[config.mk]
export PLATFORM = sky130hd
export DESIGN_NAME = ira_cmp
export DESIGN_NICKNAME = d
export VERILOG_FILES = /design/src/rtl/ira_pkg.sv /design/src/rtl/ira_cmp.sv
export SDC_FILE = /design/constraint.sdc
export NUM_CORES = 1
export LEC_CHECK = 0
export ABC_CLOCK_PERIOD_IN_PS = 1600
export BUFFER_PORTS_ARGS = -buffer_cell sky130_fd_sc_hd__buf_2
export CELL_PAD_IN_SITES_DETAIL_PLACEMENT = 0
export CELL_PAD_IN_SITES_GLOBAL_PLACEMENT = 1
export CORE_UTILIZATION = 24
export CTS_BUF_LIST = sky130_fd_sc_hd__clkbuf_16
export DETAILED_ROUTE_END_ITERATION = 8
export PLACE_DENSITY_LB_ADDON = 0.12
export RECOVER_POWER = 100
export SKIP_LAST_GASP = 1
export SLEW_MARGIN = 20
export SYNTH_ARGS = -nofsm -noshare
export SYNTH_HDL_FRONTEND = slang
export SYNTH_SLANG_ARGS = --single-unit
export TNS_END_PERCENT = 5
[constraint.sdc]
create_clock -name clk -period 1.6 [get_ports clk]
set_input_delay 0.32 -clock clk [delete_from_list [all_inputs] [get_ports clk]]
set_output_delay 0.32 -clock clk [all_outputs]
set_load 0.03 [all_outputs]
[src/rtl/ira_pkg.sv]
// Shared constants, codes and types of the interval register allocator.
`timescale 1ns / 1ps
package ira_pkg;

  localparam int NUM_REGS    = 16;
  localparam int MAX_PER_REG = 32;
  localparam int INDEX_BITS  = 16;

  localparam int REG_W   = (NUM_REGS > 1) ? $clog2(NUM_REGS) : 1;
  localparam int SLOT_W  = (MAX_PER_REG > 1) ? $clog2(MAX_PER_REG) : 1;
  localparam int CNT_W   = $clog2(MAX_PER_REG + 1);
  localparam int ADDR_W  = REG_W + SLOT_W;
  localparam int RAM_DEPTH = 1 << ADDR_W;
  localparam int FIELD_W = 16;
  localparam int STORE_W = 2 * FIELD_W;

  localparam logic [FIELD_W-1:0] IDX_MASK =
      (INDEX_BITS >= FIELD_W) ? {FIELD_W{1'b1}}
                              : FIELD_W'((33'd1 << INDEX_BITS) - 33'd1);

  localparam logic OP_ALLOC = 1'b0;
  localparam logic OP_CLEAR = 1'b1;

  typedef enum logic [1:0] {
    ST_PLACED  = 2'd0,
    ST_SPILL   = 2'd1,
    ST_CLEARED = 2'd2
  } status_t;

  typedef struct packed {
    logic clr;
    logic en;
  } cmp_ctl_t;

endpackage

[src/rtl/ira_cmp.sv]
// Shared overlap compare unit with a sticky conflict flag.
`timescale 1ns / 1ps
module ira_cmp import ira_pkg::*; (
  input  logic               clk,
  input  logic               rst,
  input  cmp_ctl_t           ctl,
  input  logic [STORE_W-1:0] entry,
  input  logic [FIELD_W-1:0] lo,
  input  logic [FIELD_W-1:0] hi,
  output logic               overlap_seen
);

  logic [FIELD_W-1:0] st_first;
  logic [FIELD_W-1:0] st_last;
  logic               overlap;

  assign st_first = entry[STORE_W-1:FIELD_W];
  assign st_last  = entry[FIELD_W-1:0];
  // Disjoint when the stored interval ends before or starts after the new one.
  assign overlap  = !((st_first > hi) || (st_last < lo));

  always_ff @(posedge clk) begin
    if (rst) begin
      overlap_seen <= 1'b0;
    end else if (ctl.clr) begin
      overlap_seen <= 1'b0;
    end else if (ctl.en && overlap) begin
      overlap_seen <= 1'b1;
    end
  end

endmodule

# Yosys cells after proc, flatten, opt, wreduce, memory -nomap -nowiden
# Index checks and enable logic that the tools add are counted.
# word_totals
register_bits	1
wordCells	7
out_inout_bits	1
input_bits	68
# classes
reduce_logical	4
n_lt_le_gt_ge	2
# ops
op	n
greater-than comparator 16 bit	1
< comparator 16 bit	1
OR reduction 2 bit	1
logical AND 1 bit	1
zero test 1 bit	1
logical OR 1 bit	1

# Longest topological paths before layout
# logic_depth
word_depth	4
depth_mapped	7
depth_no_buf	7

# Worst setup path before layout
# Ideal clock, no wire load.
# synth_timing
path_type	in2reg
start	input lo[13]
end	register overlap_seen
path_slack_ns	0.121
arrival_ns	1.342
stages	7
n_path_buf	0
setup_ns	0.137
required_time_ns	1.463
cell_sequence	inv_1 ha_1 a21o_1 a21oi_2 nor2_1 a2111oi_2 a32oi_1
# synth_between
elab_chain_len	4
# synth_lines
element	line	text
from (decl)	ira_cmp.sv:8	input logic [FIELD_W-1:0] lo,
< comparator 16 bit	ira_cmp.sv:20	assign overlap = !((st_first > hi) || (st_last < lo));
logical OR 1 bit	ira_cmp.sv:20	
zero test 1 bit	ira_cmp.sv:20	
logical AND 1 bit	ira_cmp.sv:27	end else if (ctl.en && overlap) begin
to (signal assigned)	ira_cmp.sv:24	overlap_seen <= 1'b0;
to (signal assigned)	ira_cmp.sv:26	overlap_seen <= 1'b0;
to (signal assigned)	ira_cmp.sv:28	overlap_seen <= 1'b1;
to (decl)	ira_cmp.sv:10	output logic overlap_seen
# Every way passes these cells.
# A chain may end at the register's enable or synchronous reset.

# Worst setup path in the final report
# layout_timing
start	input entry[14]
end	register overlap_seen
# layout_between
elab_chain_len	4
# layout_lines
element	line	text
from (decl)	ira_cmp.sv:7	input logic [STORE_W-1:0] entry,
< comparator 16 bit	ira_cmp.sv:20	
logical OR 1 bit	ira_cmp.sv:20	
zero test 1 bit	ira_cmp.sv:20	
logical AND 1 bit	ira_cmp.sv:27	
# Every way passes these cells.

==> impl_metrics.tcl <==
set metrics [dict create \
    num-fill-cells 351 \
    n_antenna_cell 0 \
    grt-ovfl-total 0 \
    final_antenna_net_count 0 \
    timing.fmax_mhz 635.4 \
    dpl.hpwl_um 1862 \
    required_ps 1460 \
    wl_met2_um 916 \
    design_area_um2 1270 \
    setup_viol 0 \
    gp_congestion 0.6924 \
    syn_nets 217 \
    cts_setup_buffers 0 \
    grt_start_max_net_pins 4 \
    min_period_ps 1574 \
    portBuffers 68 \
    finalMaxSlewViolations 0 \
    ioPinCount 69 \
    reg_top3 "overlap_seen: 1 flops" \
    crit_fanout 2 \
    worstSetupStartpointType "input port" \
    ctsHoldBuffers 0 \
    fp.dieArea_um2 3674 \
    ys_ff_latch 1 \
    place_inst 232 \
    synth_top_area_share_pct 47.04 \
    routed_via_density 4.181 \
    ys_warn_count 0 \
    met3_length_um 182 \
    p_leak_nw 0.7826 \
    place_area_um2 1235 \
    hold_viol_final 0 \
    synth_area_leader_cell "ha_1" \
    clock_latency_ps 0 \
    drt_iter0_markers 13 \
    initial_core_util_pct 26.15 \
    worstSetupPathType "in -> reg" \
    largest_reg_flops 1 \
    p_per_area_nw_per_um2 225.3 \
    antenna_found_initial 0 \
    wl_met1_um 842 \
    synth_cell_types 21 \
    track_usage_pct 10.45 \
    finalWirelength_um 1941 \
    hold_path_class "reg -> reg" \
    grt_pass1_wl_um 3111 \
    wl_per_cell_um 8.366 \
    multi_input_area_um2 720.7 \
    topRoutingLayerUsed "met3" \
    outcome "complete, no violations" \
    cap_violations 0 \
    worst_slew_pin_slew_ps 404.7 \
    vias 970 \
    drc_errors 0 \
    drive_gt1_share_pct 40.96 \
    syn_area_per_cell_um2 6.988 \
    ff_latch_area_um2 20.02 \
    finClkSkew_ps 0 \
    synth_area_um2 824.5 \
    ir_drop_uv 68.74 \
    die_w_um 60.62 \
    core_um2 3153 \
    path_clk_slew_ps 0 \
    first_global_vias 876 \
    final_util_pct 40.28 \
    finalNetCount 289 \
    synth_area_leaders "ha_1 (47%), inv_1 (15%), a21oi_1 (8.5%)" \
    seq_area_frac_synth_pct 2.428 \
    post-route-period-util_pct 98.36 \
    regMostFlops "overlap_seen" \
    syn_inst 118 \
    slew_headroom_pct 73.13 \
    p_total_mw 0.2861 \
    syn2layout_area_growth_pct 54.02 \
    first_pass_iters 4 \
    rows 20 \
    die_height_um 60.62 \
    cp-end-kind "flop" \
    layoutNonFillerInstCount 232 \
    rsz0062_at_grt "yes" \
    worstPathArrival_ps 1440 \
]
-- where the power goes --
| group | internal, mW | switching [mW] |
|---|---|---|
| Clock | 0 | 0 |
| Sequential | 0.0264 | 0.000753 |
| Combinational | 0.143 | 0.116 |
-- synthesized netlist by cell type --
cell / count
and4_1: 2
inv_1: 32
dfxtp_1: 1
nor3_1: 1
nand2_1: 11
nand4_1: 2
o21a_1: 1
a2111oi_2: 1
o21ai_0: 6
a21oi_2: 1
a32oi_1: 1
or2_1: 1
ha_1: 31
a21oi_1: 14
a21o_1: 2
nor4_1: 1
o221ai_1: 1
nand2b_1: 1
nand3_1: 3
nand3b_1: 1
nor2_1: 4
-- cells in the final DEF, fill, tap and decap left out, types with 2 or more instances in the layout --
cell type	instances
a21o_1	2
a21oi_1	14
and4_1	2
buf_2	67
buf_4	2
ha_1	29
ha_4	2
inv_1	30
inv_2	2
nand2_1	11
nand3_1	3
nand4_1	2
nor2_1	4
o21ai_0	5
-- critical path, cell delays in order --
cell and delay (ps):
buf_2 100, ha_1 300, nand3_1 80, or2_1 120, a21oi_1 50, a2111oi_2 330
a32oi_1 140
-- layout make-up --
cell class	instances	area share, %
well taps	44	4.335
inverters	32	9.458
flip-flops and latches	1	1.576
repair buffers	70	27.88
multi-input cells	85	56.75
-- final timing paths --
check          startpoint           end  slack (ps)  cells after the start
max             entry[14]  overlap_seen          30                      7
min          overlap_seen  overlap_seen         570                      2
max reg2reg  overlap_seen  overlap_seen         750                      2
min reg2reg  overlap_seen  overlap_seen         570                      2
-- through the flow --
step	TNS [ps]	setup slack, ps	hold slack (ps)
after global routing	-80.38	-80.38	628.7
after CTS	0	0.2872	570.8
after detailed placement	-43.59	-43.59	571.3
after floorplan	0	120.8	496.2
after global placement	-24.84	-24.84	565.5
final	0	26.20	568.1
-- cell families (layout without fill, tap and decap cells) --
| group | count (synthesis) | count (layout) | share of synthesized area, % |
|---|---|---|---|
| adder cells (fa/ha/maj) | 31 | 31 | 47.04 |
| AO/OA/AOI/OAI | 27 | 27 | 19.88 |
| AND/OR/NAND/NOR | 27 | 27 | 16.09 |
| flip-flops | 1 | 1 | 2.428 |
| buffers and inverters | 32 | 102 | 14.57 |
-- layer usage --
layer,up-vias,track usage (%)
met5,-,0
met3,0,1.493
met2,37,21.35
met4,0,0
met1,390,12.01
li1,543,-
-- what timing repair did --
action                     4_1_cts  5_1_grt
resized for setup                6        1
pin swaps                        4        2
setup endpoints to repair        1        1
Power figures use the tool's default switching activity.
